## src/rtl/nalsp_pkg.sv

```systemverilog
// Shared constants and types for the Annex B NAL unit splitter.
package nalsp_pkg;

	// Width of the running byte position and of stored unit offsets
	localparam int OFFSET_BITS = 32;
	// Width of the offset and length fields on the result port
	localparam int OUT_BITS    = 32;
	localparam int TYPE_BITS   = 5;

	// Descriptor queue between the scanner and the result port
	localparam int QUEUE_DEPTH = 4;
	localparam int QPTR_BITS   = $clog2(QUEUE_DEPTH);
	localparam int QCNT_BITS   = $clog2(QUEUE_DEPTH + 1);

	// Zero-run tracking codes
	localparam logic [1:0] ZRUN_NONE  = 2'd0;
	localparam logic [1:0] ZRUN_START = 2'd2;	// enough zeros for a start code
	localparam logic [1:0] ZRUN_MAX   = 2'd3;	// three or more zeros

	localparam logic [7:0] START_BYTE = 8'h01;

	typedef logic [OFFSET_BITS-1:0] pos_t;

	// One NAL unit descriptor
	typedef struct packed {
		logic [OUT_BITS-1:0]  offset;
		logic [OUT_BITS-1:0]  length;
		logic [TYPE_BITS-1:0] unit_type;
		logic                 type_valid;
		logic                 final_unit;
	} desc_t;

	// Descriptors produced by one byte: count is 0, 1 or 2
	typedef struct packed {
		logic [1:0] count;
		desc_t      first;
		desc_t      second;
	} scan_res_t;

endpackage

```

## src/rtl/nalsp_scan.sv

```systemverilog
// Start-code scanner: per-byte state update and descriptor generation.
module nalsp_scan (
	input  logic                 clk,
	input  logic                 arst_n,
	input  logic                 accept,
	input  logic [7:0]           stream_byte,
	input  logic                 end_of_stream,
	output nalsp_pkg::scan_res_t res
);

	nalsp_pkg::pos_t pos_q;
	logic [1:0]      zrun_q;
	logic            unit_open_q;
	nalsp_pkg::pos_t open_off_q;
	logic            hexp_q;
	logic [nalsp_pkg::TYPE_BITS-1:0] open_type_q;
	logic            open_tvalid_q;

	logic [nalsp_pkg::TYPE_BITS-1:0] hdr_type;
	logic            hdr_valid;
	logic            is_zero;
	logic            is_start;
	nalsp_pkg::pos_t start_pos;
	nalsp_pkg::pos_t next_pos;
	nalsp_pkg::pos_t close_len;
	nalsp_pkg::pos_t new_off;
	nalsp_pkg::pos_t eos_len;
	logic [nalsp_pkg::TYPE_BITS-1:0] new_type;
	logic            new_tvalid;
	logic            new_open;
	logic            emit_close;
	logic            emit_eos;
	logic [1:0]      zrun_d;
	nalsp_pkg::desc_t close_desc;
	nalsp_pkg::desc_t eos_desc;

	// Header capture, start-code detect and descriptor build
	always_comb begin
		hdr_type  = open_type_q;
		hdr_valid = open_tvalid_q;
		if (hexp_q) begin
			hdr_type  = stream_byte[nalsp_pkg::TYPE_BITS-1:0];
			hdr_valid = 1'b1;
		end

		is_zero   = (stream_byte == 8'h00);
		is_start  = (stream_byte == nalsp_pkg::START_BYTE) && (zrun_q >= nalsp_pkg::ZRUN_START);
		start_pos = pos_q - nalsp_pkg::OFFSET_BITS'(zrun_q);
		next_pos  = pos_q + nalsp_pkg::OFFSET_BITS'(1);
		close_len = start_pos - open_off_q;

		// Open unit after this byte
		new_open   = unit_open_q | is_start;
		new_off    = is_start ? start_pos : open_off_q;
		new_type   = is_start ? '0 : hdr_type;
		new_tvalid = is_start ? 1'b0 : hdr_valid;
		eos_len    = next_pos - new_off;

		close_desc.offset     = nalsp_pkg::OUT_BITS'(open_off_q);
		close_desc.length     = nalsp_pkg::OUT_BITS'(close_len);
		close_desc.unit_type  = hdr_valid ? hdr_type : '0;
		close_desc.type_valid = hdr_valid;
		close_desc.final_unit = 1'b0;

		eos_desc.offset     = nalsp_pkg::OUT_BITS'(new_off);
		eos_desc.length     = nalsp_pkg::OUT_BITS'(eos_len);
		eos_desc.unit_type  = new_tvalid ? new_type : '0;
		eos_desc.type_valid = new_tvalid;
		eos_desc.final_unit = 1'b1;

		emit_close = is_start & unit_open_q;
		emit_eos   = end_of_stream & new_open;

		res.first  = emit_close ? close_desc : eos_desc;
		res.second = eos_desc;
		res.count  = {1'b0, emit_close} + {1'b0, emit_eos};

		// Zero run saturates at three
		if (!is_zero) begin
			zrun_d = nalsp_pkg::ZRUN_NONE;
		end else if (zrun_q == nalsp_pkg::ZRUN_MAX) begin
			zrun_d = nalsp_pkg::ZRUN_MAX;
		end else begin
			zrun_d = zrun_q + 2'd1;
		end
	end

	// Scanner state; end of stream returns everything to reset
	always_ff @(posedge clk or negedge arst_n) begin
		if (!arst_n) begin
			pos_q         <= '0;
			zrun_q        <= nalsp_pkg::ZRUN_NONE;
			unit_open_q   <= 1'b0;
			open_off_q    <= '0;
			hexp_q        <= 1'b0;
			open_type_q   <= '0;
			open_tvalid_q <= 1'b0;
		end else if (accept) begin
			if (end_of_stream) begin
				pos_q         <= '0;
				zrun_q        <= nalsp_pkg::ZRUN_NONE;
				unit_open_q   <= 1'b0;
				open_off_q    <= '0;
				hexp_q        <= 1'b0;
				open_type_q   <= '0;
				open_tvalid_q <= 1'b0;
			end else begin
				pos_q         <= next_pos;
				zrun_q        <= is_start ? nalsp_pkg::ZRUN_NONE : zrun_d;
				unit_open_q   <= new_open;
				open_off_q    <= new_off;
				hexp_q        <= is_start;
				open_type_q   <= new_type;
				open_tvalid_q <= new_tvalid;
			end
		end
	end

	// A header can only be pending for an open unit
	a_hdr_needs_unit: assert property (@(posedge clk) disable iff (!arst_n)
		hexp_q |-> unit_open_q)
		else $error("header pending with no open unit");

	// Two descriptors only on the last byte of a stream
	a_two_only_at_end: assert property (@(posedge clk) disable iff (!arst_n)
		(res.count == 2'd2) |-> end_of_stream)
		else $error("two descriptors without end of stream");

	// End of stream clears position and open unit
	a_eos_clears: assert property (@(posedge clk) disable iff (!arst_n)
		(accept && end_of_stream) |=> (pos_q == '0) && !unit_open_q)
		else $error("state not cleared after end of stream");

endmodule

```

## src/rtl/annexb_nal_unit_splitter.sv

```systemverilog
// Top level: Annex B byte stream in, one NAL unit descriptor per unit out.
//
// Takes one stream byte per cycle while in_stall is low, and reports each
// NAL unit as offset, length (start code included) and nal_unit_type once
// the following start code completes, or on the byte flagged end_of_stream.
// Bytes ahead of the first start code are dropped. Descriptors pass through
// a four-entry queue, so input can keep flowing while the result side stalls;
// in_stall rises only when fewer than two queue entries are free, the most
// one byte can produce. Descriptors enter the queue as their byte is accepted.
module annexb_nal_unit_splitter (
	input  logic        clk,
	input  logic        arst_n,
	input  logic        in_valid,
	output logic        in_stall,
	input  logic [7:0]  stream_byte,
	input  logic        end_of_stream,
	output logic        out_valid,
	input  logic        out_stall,
	output logic [nalsp_pkg::OUT_BITS-1:0]  unit_offset,
	output logic [nalsp_pkg::OUT_BITS-1:0]  unit_length,
	output logic [nalsp_pkg::TYPE_BITS-1:0] unit_type,
	output logic        type_valid,
	output logic        final_unit
);

	nalsp_pkg::scan_res_t res;
	nalsp_pkg::desc_t     queue_q [nalsp_pkg::QUEUE_DEPTH];
	logic [nalsp_pkg::QPTR_BITS-1:0] wr_q;
	logic [nalsp_pkg::QPTR_BITS-1:0] rd_q;
	logic [nalsp_pkg::QCNT_BITS-1:0] count_q;
	logic [nalsp_pkg::QPTR_BITS-1:0] wr_next;
	logic [1:0] push;
	logic       in_acc;
	logic       out_acc;
	nalsp_pkg::desc_t head;

	assign in_stall = (count_q > nalsp_pkg::QCNT_BITS'(nalsp_pkg::QUEUE_DEPTH - 2));
	assign in_acc   = in_valid & ~in_stall;
	assign out_valid = (count_q != '0);
	assign out_acc  = out_valid & ~out_stall;
	assign push     = in_acc ? res.count : 2'd0;
	assign wr_next  = wr_q + nalsp_pkg::QPTR_BITS'(1);

	nalsp_scan u_scan (
		.clk           (clk),
		.arst_n        (arst_n),
		.accept        (in_acc),
		.stream_byte   (stream_byte),
		.end_of_stream (end_of_stream),
		.res           (res)
	);

	// Queue pointers and fill count
	always_ff @(posedge clk or negedge arst_n) begin
		if (!arst_n) begin
			wr_q    <= '0;
			rd_q    <= '0;
			count_q <= '0;
		end else begin
			wr_q    <= wr_q + nalsp_pkg::QPTR_BITS'(push);
			if (out_acc) begin
				rd_q <= rd_q + nalsp_pkg::QPTR_BITS'(1);
			end
			count_q <= count_q + nalsp_pkg::QCNT_BITS'(push)
				- nalsp_pkg::QCNT_BITS'(out_acc);
		end
	end

	// Queue storage
	always_ff @(posedge clk) begin
		if (push != 2'd0) begin
			queue_q[wr_q] <= res.first;
		end
		if (push == 2'd2) begin
			queue_q[wr_next] <= res.second;
		end
	end

	// Result port
	assign head        = queue_q[rd_q];
	assign unit_offset = head.offset;
	assign unit_length = head.length;
	assign unit_type   = head.unit_type;
	assign type_valid  = head.type_valid;
	assign final_unit  = head.final_unit;

	// Fill count never passes the queue depth
	a_no_overflow: assert property (@(posedge clk) disable iff (!arst_n)
		count_q <= nalsp_pkg::QCNT_BITS'(nalsp_pkg::QUEUE_DEPTH))
		else $error("descriptor queue overflow");

	// A pop with nothing pushed drops the count by one
	a_pop_count: assert property (@(posedge clk) disable iff (!arst_n)
		(out_acc && push == 2'd0) |=> count_q == $past(count_q) - nalsp_pkg::QCNT_BITS'(1))
		else $error("fill count wrong after pop");

	// Pointers stay apart by the fill count
	a_ptr_count: assert property (@(posedge clk) disable iff (!arst_n)
		nalsp_pkg::QPTR_BITS'(count_q) == wr_q - rd_q)
		else $error("queue pointers disagree with fill count");

endmodule

```

## config.mk

```make
export PLATFORM = sky130hd
export DESIGN_NAME = annexb_nal_unit_splitter
export DESIGN_NICKNAME = d
export VERILOG_FILES = /design/src/rtl/nalsp_pkg.sv /design/src/rtl/nalsp_scan.sv /design/src/rtl/annexb_nal_unit_splitter.sv
export SDC_FILE = /design/constraint.sdc
export NUM_CORES = 1
export LEC_CHECK = 0
export ABC_AREA = 1
export BUFFER_PORTS_ARGS = -buffer_cell sky130_fd_sc_hd__buf_4
export CORE_ASPECT_RATIO = 0.8
export CORE_MARGIN = 3
export CORE_UTILIZATION = 50
export CTS_BUF_LIST = sky130_fd_sc_hd__clkbuf_2 sky130_fd_sc_hd__clkbuf_4 sky130_fd_sc_hd__clkbuf_8
export CTS_CLUSTER_SIZE = 10
export DETAILED_ROUTE_END_ITERATION = 8
export PLACE_DENSITY = 0.66
export SLEW_MARGIN = 5
export SYNTH_ARGS = -nofsm -noshare
export SYNTH_HDL_FRONTEND = slang
export SYNTH_SLANG_ARGS = --single-unit
```

## constraint.sdc

```tcl
create_clock -name clk -period 6.1 [get_ports clk]
set_input_delay 0.915 -clock clk [delete_from_list [all_inputs] [get_ports clk]]
set_output_delay 0.915 -clock clk [all_outputs]
set_load 0.01 [all_outputs]
```

* Word level (Yosys, flattened, before mapping) *
Memory sizes are Yosys's and may differ from the RTL's.
Cells that the tools add are included.

operators by class
  eq/ne operators = 3
  add/subtract/negate cells = 11
  multipliers = 0
  bitwise logic cells = 7
  order comparisons = 2
  shifts and indexed selects = 0
  divide/modulo/power cells = 0
  multiplexer cells = 23
  reduce and logical (&&, ||, !) cells = 4

operator list
  operator                                                                          count
  32-bit 2-to-1 mux                                                                 3
  71-bit 2-to-1 mux                                                                 1
  32-bit subtractor                                                                 2
  32-bit by 1-bit adder with 32-bit output (second input constant)                  1
  32-bit by 2-bit subtractor with 32-bit output                                     1
  5-bit 2-to-1 mux                                                                  5
  2-bit 2-to-1 mux                                                                  5
  1-bit 2-to-1 mux                                                                  9
  8-bit by 1-bit == test with 1-bit output (second input constant)                  1
  8-bit logical NOT                                                                 1
  2-bit by 1-bit adder with 2-bit output (second input constant)                    3
  1-bit bitwise AND                                                                 4
  2-bit == test (second input constant)                                             2
  3-bit by 2-bit adder with 3-bit output                                            1
  3-bit by 2-bit greater-than comparator with 1-bit output (second input constant)  1
  3-bit nonzero test                                                                1
  3-bit by 1-bit subtractor with 3-bit output                                       1
  1-bit by 1-bit adder with 2-bit output                                            1
  2-bit adder                                                                       1
  2-bit greater-or-equal comparator (second input constant)                         1
  1-bit NOT                                                                         2
  2-bit nonzero test                                                                1
  1-bit logical AND                                                                 1
  1-bit bitwise OR                                                                  1

storage, ports and cells
  ROM bits = 0
  flip-flop bits (word level) = 81
  bits in writable memories = 284
  bits of input ports = 13
  logic and storage cells = 61
  bits in latches = 0
  memories kept = 1

memory list
  name     depth  width  read ports  clocked after Yosys merged registers in  wr ports  RTL line                        RTL
  queue_q  4      71     1           0                                        2         annexb_nal_unit_splitter.sv:27  nalsp_pkg::desc_t queue_q [nalsp_pkg::QUEUE_DEPTH];

* Logic depth before layout (Yosys ltp) *
  depth after elaboration = 9
  gate-level depth with buffers = 28
  mapped depth without buffers = 27

* Cells and area by module *
A second synthesis with hierarchy kept.

second synthesis, totals
  cells, all modules = 3237
  area total of the unflattened synthesis = 25451.9 um^2

by module, submodules not included
  module                    times used  cells an instance  area an instance (um^2)
  annexb_nal_unit_splitter  1           1791               16276.9
  nalsp_scan                1           1446               9175.0

* Worst setup path after synthesis *
OpenSTA, ideal clock, no wires.

  kind = input-to-reg
  from = input port stream_byte[3]
  to = memory queue_q[3][10] in the netlist's numbering, enable pin
  slack = 975 ps
  stages = 16
  buffers on the path = 2
  data required time = 5670 ps
  data arrival time = 4695 ps
  library setup time = 430 ps
  cell sequence = nor2_1 > nand2_1 > nor2_2 > nand3_2 > nor2_1 > clkbuf_1 > ha_1 > inv_1 > nor2_1 > inv_1 > nor2_1 > inv_1 > nor3_2 > inv_2 > clkbuf_1 > nand2_1

RTL lines
  element          RTL line                        RTL
  start, declared  annexb_nal_unit_splitter.sv:15  input logic [7:0] stream_byte,
  end, declared    annexb_nal_unit_splitter.sv:27

==> run summary <==
CLOCK NETWORK
------------------------------------------------------------------------------------------
Latest clock arrival within the worst-skew pair                                    0.68 ns
CTS resizes                                                                              0
CTS sink cnt                                                                           365
Post-CTS setup repair buffer count                                                       0
CTS tree                                                                              done
Post-CTS Hold Buffers                                                                    0
Buffer type at the clock tree root                                                clkbuf_8
Deepest level of the CTS H-tree                                                          2
Number of CTS-inserted buffers                                                          60
Number of buffers on the longest clock path                                              3
Clock edge transition at the registers on the reported setup and hold paths        0.06 ns

SYNTH
------------------------------------------------------------------------------------------
Async S/R FF share, synth                                                           0.2219
Sequential area share after synthesis                                               0.4774
Number of synthesized flops with an enable pin                                         280
Mapped Cells                                                                          2557
Warning count from the yosys run                                                         0
Number of synthesized register bits                                                    365
Ys flop type                                                                      edfxtp_1
Total standard cell area after synthesis                                        22030 um^2
Distinct cell type count after synthesis                                                57
Synthesized net count                                                                 2644
Average size of a mapped cell                                                   8.615 um^2

TIMING
------------------------------------------------------------------------------------------
Number of failing setup endpoints in the final timing report                             0
Setup_tns                                                                             0 ns
Final critical path time including I/O delays and setup                           5.048 ns
Final cycle utilization of the critical path                                        0.8275
Final Skew                                                                      0.01996 ns
Worst rel slew slack                                                                0.2910
Fin. max-slew vios                                                                       0
Final-report hold violation count                                                        0
RSZ-0062 raised after global routing                                                    no
Achievable frequency                                                             198.1 MHz
Slew @ Worst Pin                                                                  1.064 ns

PLACEMENT
------------------------------------------------------------------------------------------
Number of port buffers                                                                  85
GP Congestion                                                                       0.9371
HPWL after detailed placement                                                     48.49 mm

LAYOUT
------------------------------------------------------------------------------------------
Area of the multi-input gates                                                   10130 um^2
Area Overhead vs Synth                                                              11.09%
Final-layout fill cell count                                                          3974
Layout cell share with drive strength beyond 1                                      0.1251
Area of all sequential standard cells                                           10520 um^2
Nets                                                                                  2689
N_diodes                                                                                 0

SETUP PATH
------------------------------------------------------------------------------------------
Crit Path Max Fanout                                                                     8
FF-to-FF setup slack                                                               1.05 ns
Levels on crit path                                                                     27
Largest stage delay, worst path                                                    0.46 ns
Data arrival, critical path                                                        5.48 ns
Cell with the most instances on the worst path                                       inv_1
Library cell contributing the largest single delay on the critical path            dfrtp_1
Startpoint class of the critical path                                                 flop
Worst reg2reg path depth                                                                27
Origin of the worst setup path                                                u_scan.pos_q[0]
Req. time, crit path                                                               6.53 ns
Family with the most delay on the worst path                                  simple AND/OR/NAND/NOR gates
Setup crit end kind                                                                   flop
Worst setup path endpoint                                                     queue_q[2][38]
Critical path buffers and inverters                                                      5
RR Endpoint                                                                   queue_q[2][38]
Category of the critical setup timing path                                         reg2reg
R2r startpoint                                                                u_scan.pos_q[0]

ROUTE
------------------------------------------------------------------------------------------
DR vias                                                                              20210
Drt wl/cell                                                                       23.43 um
DRT antenna net count                                                                    0
Ratio of routed vias to standard cells                                               6.290
DR pass1 iterations                                                                      7
Routed Wire Length                                                                75.28 mm
Iteration-0 DRC Markers                                                               2353
Post-detailed-route DRC marker count                                                     0

DIE
------------------------------------------------------------------------------------------
Die area                                                                        46630 um^2
Die Y-Extent                                                                      193.7 um
Number of ports placed on the die boundary                                              86
Horizontal extent of the die                                                      240.7 um
Core Region                                                                     43310 um^2
Floorplan row count                                                                     68
Initial cell density of the core                                                    0.5086

JOB
------------------------------------------------------------------------------------------
Max-cap viol count                                                                       0

GRT
------------------------------------------------------------------------------------------
Overall track demand over capacity in global routing                                0.3201
Overflow left after global routing                                                       0
Via count of the first global-routing pass                                           19500
Initial antenna violation count                                                          0
Maximum number of pins on one net before global-route repair                            98
First-pass GRT wire length                                                        115.4 mm

HOLD PATH
------------------------------------------------------------------------------------------
Class of the worst hold path                                                      in2async

OUTCOME
------------------------------------------------------------------------------------------
Outcome                                                                          completed

[cells by family after synthesis]
group | after synthesis | synth area share
and+or+nand+nor | 888 | 0.1775
AOI/OAI and AO/OA | 773 | 0.2013
buffers and inverters | 371 | 0.06436
DFF | 365 | 0.4774
xor gates and xnor gates | 83 | 0.03471
adders and majority gates | 74 | 0.04340
muxes | 3 | 0.001363
[worst min-delay path by stage]
stage	endpoint	slack (ns)	depth (start not counted)
2_1_floorplan	queue_q[1][0]	0.44	2
3_3_place_gp	queue_q[1][0]	0.45	2
3_5_place_dp	queue_q[2][0]	0.46	2
4_1_cts	u_scan.open_type_q[4]	0.07	1
5_1_grt	count_q[0]	0.09	1
6_report	u_scan.unit_open_q	0.10	1
[area by class of cell]
class	count	area share
multi-input cells	1821	0.4139
flip-flops and latches	365	0.4299
well taps	560	0.02863
clock inverters	26	0.008488
repair buffers	124	0.04060
inverters	230	0.03543
clock buffers	87	0.04305
[metal layers]
| layer | global-route usage | share of wire |
|---|---|---|
| met3 | 0.04366 | 0.085 |
| met2 | 0.5213 | 0.47 |
| met5 | 0 | 0 |
| met4 | 0.1355 | 0.041 |
| met1 | 0.4303 | 0.41 |
[placed cells by master, fill, tap and decap left out, types with 5 or more instances in the layout]
| cell type | instances |
|---|---|
| nand2_1 | 365 |
| o22ai_1 | 355 |
| edfxtp_1 | 280 |
| nor2_1 | 264 |
| o21ai_0 | 259 |
| inv_1 | 208 |
| nand3_1 | 130 |
| buf_4 | 119 |
| dfrtp_1 | 79 |
| a21oi_1 | 73 |
| ha_1 | 70 |
| clkbuf_8 | 64 |
| xor2_1 | 60 |
| o21ai_1 | 37 |
| nand2_2 | 26 |
| clkbuf_4 | 23 |
| nor3_1 | 20 |
| nand4_1 | 19 |
| inv_2 | 18 |
| xnor2_1 | 18 |
| o21a_1 | 12 |
| clkinv_1 | 12 |
| nor2_2 | 10 |
| nand3_2 | 10 |
| clkinv_2 | 10 |
| nor2_4 | 8 |
| or2_2 | 7 |
| a31oi_1 | 7 |
| o211ai_1 | 7 |
| nand2_4 | 6 |
| a21o_1 | 6 |
| nor3_2 | 5 |
| nor4_1 | 5 |
| buf_12 | 5 |
[sequential cells by signal, indices dropped and copies added (netlist names)]
signal and flops:
u_scan.open_type_q 5, count_q 3, queue_q 284, u_scan.zrun_q 2, u_scan.hexp_q 1, u_scan.open_off_q 32, u_scan.open_tvalid_q 1, u_scan.unit_open_q 1
u_scan.pos_q 32, wr_q 2, rd_q 2
[stage by stage]
stage / cells / util / hold WS (ns) / instance area (um^2) / setup WS (ns)
2_1_floorplan: 2557 / - / 0.4408 / 22030 / 0.9753
3_3_place_gp: 3100 / 0.5359 / 0.4511 / 23210 / 0.9983
3_5_place_dp: 3100 / 0.5359 / 0.4578 / 23210 / 0.9162
4_1_cts: 3213 / 0.5650 / 0.06536 / 24470 / 1.171
5_1_grt: 3213 / 0.5650 / 0.08631 / 24470 / 0.5433
6_report: 3213 / 0.5650 / 0.1040 / 24470 / 1.052
[synth_stat cells, types with 8 or more instances]
library cell  number  area share
nand3_1          130       0.030
dfrtp_1           81       0.092
ha_1              70       0.040
nand2_2           26      0.0074
nand3_2           10      0.0045
nor2_1           265       0.045
buf_2              8      0.0018
o22ai_1          355        0.10
nand4_1           19      0.0054
inv_1            211       0.036
o21a_1            12      0.0041
nor3_1            20      0.0045
a21oi_1           73       0.017
xor2_1            60       0.024
o21ai_1           37      0.0084
xnor2_1           18      0.0072
nor2_2             9      0.0026
inv_2             13      0.0022
nor2_4             8      0.0041
clkbuf_1         128       0.022
edfxtp_1         280        0.38
nand2_1          369       0.063
o21ai_0          259       0.059
Power is left out: the tool's default activity adds up to more than one toggle a clock period on the data nets, which glitch-free logic cannot reach.
